$ cat config.mk
export PLATFORM = sky130hd
export DESIGN_NAME = reorder_receiver_cumulative_ack
export DESIGN_NICKNAME = d
export VERILOG_FILES = /design/src/rtl/rrca_pkg.sv /design/src/rtl/reorder_receiver_cumulative_ack.sv /design/src/rtl/rrca_front.sv /design/src/rtl/rrca_back.sv /design/src/rtl/rrca_out.sv
export SDC_FILE = /design/constraint.sdc
export NUM_CORES = 1
export LEC_CHECK = 0
export BUFFER_PORTS_ARGS = -buffer_cell sky130_fd_sc_hd__buf_2
export CAP_MARGIN = 20
export CORE_UTILIZATION = 43
export DETAILED_ROUTE_END_ITERATION = 7
export PLACE_DENSITY = 0.63
export SYNTH_ARGS = -nofsm -noshare
export SYNTH_HDL_FRONTEND = slang
export SYNTH_SLANG_ARGS = --single-unit
$ cat constraint.sdc
create_clock -name clk_i -period 18.85 [get_ports clk_i]
set_input_delay 1.885 -clock clk_i [delete_from_list [all_inputs] [get_ports clk_i]]
set_output_delay 1.885 -clock clk_i [all_outputs]
set_load 0.02 [all_outputs]
$ cat src/rtl/rrca_pkg.sv
// Shared types and constants for the reorder receiver with cumulative ack.
`timescale 1ns / 1ps

package rrca_pkg;

  // Field widths of the segment header and of the result record
  localparam int unsigned SEQ_W  = 32;
  localparam int unsigned SIZE_W = 11;
  localparam int unsigned TS_W   = 64;

  // Longest run of records that one segment may cause
  localparam int unsigned MAX_RESULTS = 10;
  localparam int unsigned CNT_W       = $clog2(MAX_RESULTS);

  // Ack number carried by the final ack
  localparam logic [SEQ_W-1:0] FINAL_ACK = '1;

  // Record kinds as seen on the output
  typedef enum logic [1:0] {
    KIND_DELIVER = 2'd0,
    KIND_ACK     = 2'd1,
    KIND_FINAL   = 2'd2
  } kind_e;

  // Class given to a segment by the front end
  typedef enum logic [1:0] {
    OP_DATA     = 2'd0,
    OP_END      = 2'd1,
    OP_OVERSIZE = 2'd2
  } op_e;

  // Queue entry between front and back
  typedef struct packed {
    logic [SEQ_W-1:0]  seqno;
    logic [SIZE_W-1:0] size;
    logic [TS_W-1:0]   timestamp;
    op_e               op;
  } seg_t;

  // One result record, slot travels alongside
  typedef struct packed {
    kind_e             kind;
    logic [SEQ_W-1:0]  offset;
    logic [SIZE_W-1:0] size;
    logic              stored;
    logic              dropped;
    logic [SEQ_W-1:0]  ack;
    logic [TS_W-1:0]   echo;
    logic              last;
  } rec_t;

endpackage

$ cat src/rtl/reorder_receiver_cumulative_ack.sv
// Top level of the reorder receiver with cumulative acknowledgement.
// Input channel: one segment header per transfer (seg_seqno_i, seg_size_i,
// seg_timestamp_i) on in_valid_i / in_stall_o. Output channel: result
// records on out_valid_o / out_stall_i, each input ending in one record with
// last_o set (an ack, or the final ack once a zero-size segment was seen).
// A two-entry queue sits between the front end and the table sequencer, so
// headers keep arriving while a run is still being worked off.
// The first record of a segment is registered in the output stage once the
// sequencer pops it from the queue. A segment that is acked, stored or
// dropped is handled in S_IDLE alone. An in-order segment starts a chain of
// table passes: each pass walks the slots in S_ACCESS and checks each
// occupied slot in S_CHECK; a match restarts the pass from slot 0 until
// MAX_RESULTS - 2 matches are out, and the chain ends with the closing ack
// in S_ACK. The table is read through a registered port, which is why an
// occupied slot needs S_CHECK after S_ACCESS.
// Reset clears the expected offset, echoed timestamp, done flag and all
// table valid bits at once; no clearing pass is needed.
// While out_stall_i is high the held record stays put, the sequencer waits
// once it has a record to load, the queue fills and then in_stall_o rises.
`timescale 1ns / 1ps

module reorder_receiver_cumulative_ack import rrca_pkg::*; #(
  parameter int unsigned TABLE_DEPTH = 8,
  parameter int unsigned MAX_PAYLOAD = 1024
) (
  input  logic                             clk_i,
  input  logic                             rst_ni,
  input  logic                             in_valid_i,
  output logic                             in_stall_o,
  input  logic [SEQ_W-1:0]                 seg_seqno_i,
  input  logic [SIZE_W-1:0]                seg_size_i,
  input  logic [TS_W-1:0]                  seg_timestamp_i,
  output logic                             out_valid_o,
  input  logic                             out_stall_i,
  output logic [1:0]                       kind_o,
  output logic [SEQ_W-1:0]                 deliver_offset_o,
  output logic [SIZE_W-1:0]                deliver_size_o,
  output logic [$clog2(TABLE_DEPTH+1)-1:0] slot_o,
  output logic                             stored_o,
  output logic                             dropped_o,
  output logic [SEQ_W-1:0]                 ack_number_o,
  output logic [TS_W-1:0]                  echo_timestamp_o,
  output logic                             last_o
);

  localparam int unsigned SLOT_W = $clog2(TABLE_DEPTH + 1);

  logic              q_valid;
  seg_t              q_item;
  logic              q_pop;
  logic              rec_free;
  logic              rec_load;
  rec_t              rec;
  logic [SLOT_W-1:0] rec_slot;

  rrca_front #(
    .MAX_PAYLOAD (MAX_PAYLOAD)
  ) u_front (
    .clk_i           (clk_i),
    .rst_ni          (rst_ni),
    .in_valid_i      (in_valid_i),
    .in_stall_o      (in_stall_o),
    .seg_seqno_i     (seg_seqno_i),
    .seg_size_i      (seg_size_i),
    .seg_timestamp_i (seg_timestamp_i),
    .q_valid_o       (q_valid),
    .q_item_o        (q_item),
    .q_pop_i         (q_pop)
  );

  rrca_back #(
    .TABLE_DEPTH (TABLE_DEPTH)
  ) u_back (
    .clk_i      (clk_i),
    .rst_ni     (rst_ni),
    .q_valid_i  (q_valid),
    .q_item_i   (q_item),
    .q_pop_o    (q_pop),
    .rec_free_i (rec_free),
    .rec_load_o (rec_load),
    .rec_o      (rec),
    .rec_slot_o (rec_slot)
  );

  rrca_out #(
    .SLOT_W (SLOT_W)
  ) u_out (
    .clk_i            (clk_i),
    .rst_ni           (rst_ni),
    .rec_load_i       (rec_load),
    .rec_i            (rec),
    .rec_slot_i       (rec_slot),
    .rec_free_o       (rec_free),
    .out_valid_o      (out_valid_o),
    .out_stall_i      (out_stall_i),
    .kind_o           (kind_o),
    .deliver_offset_o (deliver_offset_o),
    .deliver_size_o   (deliver_size_o),
    .slot_o           (slot_o),
    .stored_o         (stored_o),
    .dropped_o        (dropped_o),
    .ack_number_o     (ack_number_o),
    .echo_timestamp_o (echo_timestamp_o),
    .last_o           (last_o)
  );

endmodule

$ cat src/rtl/rrca_front.sv
// Front end: accepts segment headers, classifies them and queues them.
`timescale 1ns / 1ps

module rrca_front import rrca_pkg::*; #(
  parameter int unsigned MAX_PAYLOAD = 1024
) (
  input  logic              clk_i,
  input  logic              rst_ni,
  input  logic              in_valid_i,
  output logic              in_stall_o,
  input  logic [SEQ_W-1:0]  seg_seqno_i,
  input  logic [SIZE_W-1:0] seg_size_i,
  input  logic [TS_W-1:0]   seg_timestamp_i,
  output logic              q_valid_o,
  output seg_t              q_item_o,
  input  logic              q_pop_i
);

  seg_t       item;
  seg_t       fifo_q [2];
  logic       wr_ptr_q, wr_ptr_d;
  logic       rd_ptr_q, rd_ptr_d;
  logic [1:0] cnt_q, cnt_d;
  logic       push;

  // Classify on size alone; order checks need back-end state
  always_comb begin
    item.seqno     = seg_seqno_i;
    item.size      = seg_size_i;
    item.timestamp = seg_timestamp_i;
    priority if (seg_size_i == '0) begin
      item.op = OP_END;
    end else if (SEQ_W'(seg_size_i) > SEQ_W'(MAX_PAYLOAD)) begin
      item.op = OP_OVERSIZE;
    end else begin
      item.op = OP_DATA;
    end
  end

  assign in_stall_o = (cnt_q == 2'd2);
  assign push       = in_valid_i && !in_stall_o;
  assign q_valid_o  = (cnt_q != 2'd0);
  assign q_item_o   = fifo_q[rd_ptr_q];

  // Pointer and fill count update
  always_comb begin
    wr_ptr_d = push ? ~wr_ptr_q : wr_ptr_q;
    rd_ptr_d = q_pop_i ? ~rd_ptr_q : rd_ptr_q;
    unique case ({push, q_pop_i})
      2'b10:   cnt_d = cnt_q + 2'd1;
      2'b01:   cnt_d = cnt_q - 2'd1;
      default: cnt_d = cnt_q;
    endcase
  end

  always_ff @(posedge clk_i or negedge rst_ni) begin
    if (!rst_ni) begin
      wr_ptr_q <= 1'b0;
      rd_ptr_q <= 1'b0;
      cnt_q    <= 2'd0;
    end else begin
      wr_ptr_q <= wr_ptr_d;
      rd_ptr_q <= rd_ptr_d;
      cnt_q    <= cnt_d;
    end
  end

  // Queue storage
  always_ff @(posedge clk_i) begin
    if (push) begin
      fifo_q[wr_ptr_q] <= item;
    end
  end

endmodule

$ cat src/rtl/rrca_back.sv
// Back end: expected offset, early-segment table and the search sequencer.
`timescale 1ns / 1ps

module rrca_back import rrca_pkg::*; #(
  parameter int unsigned TABLE_DEPTH = 8
) (
  input  logic                                clk_i,
  input  logic                                rst_ni,
  input  logic                                q_valid_i,
  input  seg_t                                q_item_i,
  output logic                                q_pop_o,
  input  logic                                rec_free_i,
  output logic                                rec_load_o,
  output rec_t                                rec_o,
  output logic [$clog2(TABLE_DEPTH+1)-1:0]    rec_slot_o
);

  localparam int unsigned SLOT_W = $clog2(TABLE_DEPTH + 1);
  localparam int unsigned IDX_W  = (TABLE_DEPTH > 1) ? $clog2(TABLE_DEPTH) : 1;
  localparam logic [SLOT_W-1:0] SLOT_NONE = SLOT_W'(TABLE_DEPTH);

  typedef enum logic [3:0] {
    S_IDLE   = 4'b0001,
    S_ACCESS = 4'b0010,
    S_CHECK  = 4'b0100,
    S_ACK    = 4'b1000
  } state_e;

  state_e                 state_q, state_d;
  logic [SEQ_W-1:0]       exp_q, exp_d;
  logic [TS_W-1:0]        ts_q, ts_d;
  logic                   done_q, done_d;
  logic [TABLE_DEPTH-1:0] valid_q, valid_d;
  logic [SLOT_W-1:0]      idx_q, idx_d;
  logic [CNT_W-1:0]       cnt_q, cnt_d;

  logic [SEQ_W-1:0]       mem_off  [TABLE_DEPTH];
  logic [SIZE_W-1:0]      mem_size [TABLE_DEPTH];
  logic [SEQ_W-1:0]       rd_off_q;
  logic [SIZE_W-1:0]      rd_size_q;
  logic                   wr_en;
  logic                   rd_en;

  logic                   free_found;
  logic [IDX_W-1:0]       free_idx;

  // First free slot, lowest index wins
  always_comb begin
    free_found = 1'b0;
    free_idx   = '0;
    for (int i = TABLE_DEPTH - 1; i >= 0; i--) begin
      if (!valid_q[i]) begin
        free_found = 1'b1;
        free_idx   = IDX_W'(i);
      end
    end
  end

  // Sequencer
  always_comb begin
    state_d    = state_q;
    exp_d      = exp_q;
    ts_d       = ts_q;
    done_d     = done_q;
    valid_d    = valid_q;
    idx_d      = idx_q;
    cnt_d      = cnt_q;
    q_pop_o    = 1'b0;
    rec_load_o = 1'b0;
    wr_en      = 1'b0;
    rd_en      = 1'b0;
    rec_slot_o = SLOT_NONE;
    rec_o      = '{kind: KIND_ACK, offset: '0, size: '0, stored: 1'b0, dropped: 1'b0,
                   ack: exp_q, echo: ts_q, last: 1'b1};

    unique case (state_q)
      S_IDLE: begin
        if (q_valid_i && rec_free_i) begin
          q_pop_o    = 1'b1;
          rec_load_o = 1'b1;
          if (done_q || q_item_i.op == OP_END) begin
            // end of transfer, and everything after it
            done_d     = 1'b1;
            rec_o.kind = KIND_FINAL;
            rec_o.ack  = FINAL_ACK;
          end else if (q_item_i.op == OP_DATA) begin
            if (q_item_i.seqno == exp_q) begin
              // in order: deliver directly, then chain through the table
              ts_d         = q_item_i.timestamp;
              exp_d        = exp_q + SEQ_W'(q_item_i.size);
              rec_o.kind   = KIND_DELIVER;
              rec_o.offset = q_item_i.seqno;
              rec_o.size   = q_item_i.size;
              rec_o.ack    = exp_d;
              rec_o.echo   = q_item_i.timestamp;
              rec_o.last   = 1'b0;
              idx_d        = '0;
              cnt_d        = CNT_W'(1);
              state_d      = S_ACCESS;
            end else if (q_item_i.seqno > exp_q) begin
              // early: park in the table or drop
              if (free_found) begin
                wr_en             = 1'b1;
                valid_d[free_idx] = 1'b1;
                rec_slot_o        = SLOT_W'(free_idx);
                rec_o.stored      = 1'b1;
              end else begin
                rec_o.dropped = 1'b1;
              end
            end
          end
        end
      end

      S_ACCESS: begin
        // walk the slots; read only the occupied ones
        if (idx_q == SLOT_NONE) begin
          state_d = S_ACK;
        end else if (valid_q[idx_q[IDX_W-1:0]]) begin
          rd_en   = 1'b1;
          state_d = S_CHECK;
        end else begin
          idx_d = idx_q + SLOT_W'(1);
        end
      end

      S_CHECK: begin
        if (rd_off_q == exp_q) begin
          if (rec_free_i) begin
            valid_d[idx_q[IDX_W-1:0]] = 1'b0;
            exp_d        = exp_q + SEQ_W'(rd_size_q);
            rec_load_o   = 1'b1;
            rec_o.kind   = KIND_DELIVER;
            rec_o.offset = rd_off_q;
            rec_o.size   = rd_size_q;
            rec_o.ack    = exp_d;
            rec_o.last   = 1'b0;
            rec_slot_o   = idx_q;
            cnt_d        = cnt_q + CNT_W'(1);
            idx_d        = '0;
            // leave room for the closing ack
            if (cnt_d == CNT_W'(MAX_RESULTS - 1)) begin
              state_d = S_ACK;
            end else begin
              state_d = S_ACCESS;
            end
          end
        end else begin
          // stale entries are freed on the way
          if (rd_off_q < exp_q) begin
            valid_d[idx_q[IDX_W-1:0]] = 1'b0;
          end
          idx_d   = idx_q + SLOT_W'(1);
          state_d = S_ACCESS;
        end
      end

      S_ACK: begin
        if (rec_free_i) begin
          rec_load_o = 1'b1;
          state_d    = S_IDLE;
        end
      end

      default: begin
        state_d = S_IDLE;
      end
    endcase
  end

  always_ff @(posedge clk_i or negedge rst_ni) begin
    if (!rst_ni) begin
      state_q <= S_IDLE;
      exp_q   <= '0;
      ts_q    <= '0;
      done_q  <= 1'b0;
      valid_q <= '0;
      idx_q   <= '0;
      cnt_q   <= '0;
    end else begin
      state_q <= state_d;
      exp_q   <= exp_d;
      ts_q    <= ts_d;
      done_q  <= done_d;
      valid_q <= valid_d;
      idx_q   <= idx_d;
      cnt_q   <= cnt_d;
    end
  end

  // Table storage, registered read
  always_ff @(posedge clk_i) begin
    if (wr_en) begin
      mem_off[free_idx]  <= q_item_i.seqno;
      mem_size[free_idx] <= q_item_i.size;
    end
    if (rd_en) begin
      rd_off_q  <= mem_off[idx_q[IDX_W-1:0]];
      rd_size_q <= mem_size[idx_q[IDX_W-1:0]];
    end
  end

endmodule

$ cat src/rtl/rrca_out.sv
// Output register: holds one result record for the downstream side.
`timescale 1ns / 1ps

module rrca_out import rrca_pkg::*; #(
  parameter int unsigned SLOT_W = 4
) (
  input  logic              clk_i,
  input  logic              rst_ni,
  input  logic              rec_load_i,
  input  rec_t              rec_i,
  input  logic [SLOT_W-1:0] rec_slot_i,
  output logic              rec_free_o,
  output logic              out_valid_o,
  input  logic              out_stall_i,
  output logic [1:0]        kind_o,
  output logic [SEQ_W-1:0]  deliver_offset_o,
  output logic [SIZE_W-1:0] deliver_size_o,
  output logic [SLOT_W-1:0] slot_o,
  output logic              stored_o,
  output logic              dropped_o,
  output logic [SEQ_W-1:0]  ack_number_o,
  output logic [TS_W-1:0]   echo_timestamp_o,
  output logic              last_o
);

  logic              valid_q, valid_d;
  rec_t              rec_q;
  logic [SLOT_W-1:0] slot_q;

  // Free when empty or when the held record leaves this cycle
  assign rec_free_o = !valid_q || !out_stall_i;

  always_comb begin
    priority if (rec_load_i) begin
      valid_d = 1'b1;
    end else if (!out_stall_i) begin
      valid_d = 1'b0;
    end else begin
      valid_d = valid_q;
    end
  end

  always_ff @(posedge clk_i or negedge rst_ni) begin
    if (!rst_ni) begin
      valid_q <= 1'b0;
    end else begin
      valid_q <= valid_d;
    end
  end

  always_ff @(posedge clk_i) begin
    if (rec_load_i) begin
      rec_q  <= rec_i;
      slot_q <= rec_slot_i;
    end
  end

  assign out_valid_o      = valid_q;
  assign kind_o           = rec_q.kind;
  assign deliver_offset_o = rec_q.offset;
  assign deliver_size_o   = rec_q.size;
  assign slot_o           = slot_q;
  assign stored_o         = rec_q.stored;
  assign dropped_o        = rec_q.dropped;
  assign ack_number_o     = rec_q.ack;
  assign echo_timestamp_o = rec_q.echo;
  assign last_o           = rec_q.last;

endmodule

==> flow_metrics.py <==
metrics = {
    "timing": {
        "fin_skew_ns": 0.0667,
        "tightest_slew_ns": 1.05,
        "min_period_ns": 5.73,
        "fin_ws_ns": 13.12,
        "drv_slew": 0,
        "fin_crit_sh_pct": 30.4,
        "grt_setup_unrepaired": "false",
        "setup_viol": 0,
        "fmax_mhz": 175,
        "hold_viol_final": 0,
        "tns_ns": 0,
        "relSlewSlack_pct": 29.1,
    },
    "clocking": {
        "clkSinkCount": 875,
        "cts-buffers-inserted": 91,
        "clockRootBuffer": "clkbuf_16",
        "cts_max_level": 3,
        "hold_buffers": 0,
        "post_cts_resized": 0,
        "clk_pin_slew_ns": 0.06,
        "cts_buffer_depth": 3,
        "insertion_delay_ns": 0.69,
        "cts_tree": "built",
        "post_cts.repair.setup_buffers": 0,
    },
    "finish": {
        "final_common_cell": "edfxtp_1",
        "fin_nets": 2868,
        "fillers": 6915,
        "final_cell_area_um2": 41400,
        "syn2layout_area_growth_pct": 16.3,
        "final_cells": 3811,
        "layout.cells.most_common_list": "753 x edfxtp_1, 259 x buf_2, 202 x o21ai_0",
        "drive_above_1_share_pct": 19.2,
    },
    "synth": {
        "yosysUniqueCellTypes": 81,
        "synth_top_area_share_pct": 63.5,
        "avgSynthCellArea_um2": 14.9,
        "yosys_warnings": 0,
        "synthTopCellsByArea": "edfxtp_1 64%, dfrtp_1 8.5%, a22oi_1 3.8%",
        "ys_seq_area_share_pct": 72.1,
        "ys_ff_latch": 875,
        "synth.cell_area_um2": 35600,
        "synth_area_leader_cell": "edfxtp_1",
        "synth_edf_count": 753,
        "ys.flop_type": "edfxtp_1",
        "syn-instance-count": 2383,
        "syn-num-nets": 2587,
        "synth-async-reset-ratio_pct": 13.9,
    },
    "global_routing": {
        "grt-ovfl-total": 0,
        "antenna_found_initial": 10,
        "first_global_vias": 22200,
        "grt_use_total_pct": 23.7,
        "grt_pass1_wl_mm": 145,
        "grt_max_degree": 131,
    },
    "run": {
        "drv_cap": 0,
    },
    "place": {
        "place_area_um2": 38200,
        "gp_congestion": 0.907,
        "place_inst": 3639,
        "dpl.hpwl_mm": 62.7,
        "port_buffers": 260,
        "dpl_worst_slack_ns": 13.21,
    },
    "critical_path": {
        "crit_path_cell_trace": "buf_4 -> buf_4 -> mux2_2 -> ha_1 -> inv_1 -> fa_1 -> nor2b_1 -> o31a_1 -> o41ai_1 -> o21a_1 -> nor3_1 -> a41o_1 -> o31ai_1",
        "rr_worst_depth": 13,
        "critical-path-top-delay-family": "compound AO/OA/AOI/OAI gates",
        "cpMaxStageDelayCell": "buf_4",
        "arrival_ns": 6.19,
        "crit_type": "reg -> reg",
        "r2r_end": "u_out.ack_number_o[28]",
        "path_buf_inv": 3,
        "cp-start-kind": "flop",
        "worstReg2RegStart": "u_front.rd_ptr_q",
        "path_common_cell": "buf_4",
        "cp.required_ns": 19.31,
        "cpPeakStageDelay_ns": 0.81,
        "critPathMaxFanout": 49,
        "cp-end-kind": "flop",
        "ff2ff_setup_slack_ns": 13.12,
    },
    "floorplan": {
        "die_height_um": 290,
        "rows": 105,
        "boundaryPins": 261,
        "core_um2": 82000,
        "die_area_um2": 83900,
        "start_util_pct": 43.4,
        "die_w_um": 290,
    },
    "hold_path": {
        "min_to": "u_back.ts_q[26]",
        "hold_path_class": "reg -> reg",
        "hold_depth": 2,
        "worstHoldStart": "u_back.ts_q[26]",
    },
    "pwr": {
        "max-vdd-ir-drop_uv": 90.4,
        "cellLeakagePower_nw": 14.8,
        "power_density_nw_per_um2": 134,
    },
    "detailed_routing": {
        "antenna_left": 0,
        "drc": 0,
        "wl_mm": 101,
        "via_per_inst": 5.96,
        "num_vias": 22700,
        "dr.pass1.iters": 5,
        "first_iter_violations": 2018,
        "wl_per_cell_um": 26.5,
    },
    "outcome": {
        "run_status": "finished clean",
    },
}
==> cell families (layout without fill, tap and decap cells) <==
logic type	Yosys count	after routing	synth area share, %
flops	875	875	72.1
compound gates	641	641	11.9
fa+ha+maj	93	93	3.31
xor+xnor	39	39	0.959
simple gates	453	453	6.49
buf+inv	169	522	1.87
other cells	0	5	0
mux	113	113	3.36
==> synthesized netlist by cell type (5+ instances only) <==
cell type / count
a22o_1: 44
a21o_1: 9
and2_1: 6
nand4_1: 73
nor4_1: 23
o21a_1: 12
edfxtp_1: 753
nor4b_1: 6
a31oi_1: 12
a22oi_1: 179
nand3_1: 27
o31ai_1: 5
o211ai_1: 14
or4_1: 9
a21oi_1: 80
a211o_1: 5
a2bb2oi_1: 6
nand2_1: 151
mux2i_1: 70
nor3_1: 33
xor2_1: 10
o22ai_1: 7
nand2b_1: 11
buf_1: 12
ha_1: 91
nor2_1: 74
inv_1: 54
clkbuf_1: 95
a211oi_1: 11
nor3b_1: 6
o2111ai_1: 6
and3_1: 8
o21ai_0: 202
xnor2_1: 29
dfrtp_1: 121
mux2_2: 42
o21bai_1: 5
==> power breakdown <==
part / switching (mW) / internal (mW)
sequential: 0.0863 / 2.51
combinational: 0.789 / 0.297
clock: 0.777 / 1.08
total: 1.65 / 3.88
==> sequential cells by signal, summed over array words and instances (netlist names), 8 cells and up <==
| register | cells |
|---|---|
| u_out.ack_number_o | 32 |
| u_back.rd_size_q | 11 |
| u_out.echo_timestamp_o | 64 |
| u_back.valid_q | 8 |
| u_back.rd_off_q | 32 |
| u_back.mem_off | 256 |
| u_back.ts_q | 64 |
| u_back.exp_q | 32 |
| u_out.deliver_size_o | 11 |
| u_front.fifo_q | 218 |
| u_out.deliver_offset_o | 32 |
| u_back.mem_size | 88 |
==> worst max-delay path by stage <==
stage,startpoint,to,slack (ns),depth (start not counted)
final,u_front.rd_ptr_q,u_out.ack_number_o[28],13.12,13
after global routing,u_front.rd_ptr_q,u_out.ack_number_o[28],12.80,13
after CTS,u_front.rd_ptr_q,u_out.ack_number_o[22],13.13,13
after detailed placement,u_front.rd_ptr_q,u_out.ack_number_o[22],13.21,13
after global placement,u_front.rd_ptr_q,u_out.ack_number_o[22],13.27,13
after floorplan,out_stall_i,u_out.ack_number_o[0],9.15,2
==> tightest hold or removal path, stage by stage (launching register included) <==
cell,delay (ns)
dfrtp_1,0.32
nand2_1,0.05
o21ai_0,0.06
==> stage by stage <==
stage,hold slack [ns],utilization (%),total power [mW]
2_1_floorplan,0.439,-,3.33
3_3_place_gp,0.450,46.6,3.69
3_5_place_dp,0.459,46.6,3.71
4_1_cts,0.473,50.5,5.57
5_1_grt,0.484,50.5,5.73
6_report,0.470,50.5,5.53
==> cell type report <==
type,count,area [um2],area share [%]
Inverter,55,206,0.499
Antenna cell,5,12.5,0.0302
Timing Repair Buffer,302,1650,3.99
Sequential cell,875,25700,62.0
Tap cell,1070,1340,3.23
Multi-Input combinational cell,1339,9380,22.7
Clock buffer,105,2360,5.70
Clock inverter,60,783,1.89
==> metal layers <==
metal	vias up	track usage, %	routed length, um
met5	-	0	42
met1	11600	31.4	40900
met4	10	8.30	3270
met3	193	3.69	6780
met2	945	39.5	50100
li1	9990	-	-
Power figures use the tool's default switching activity.
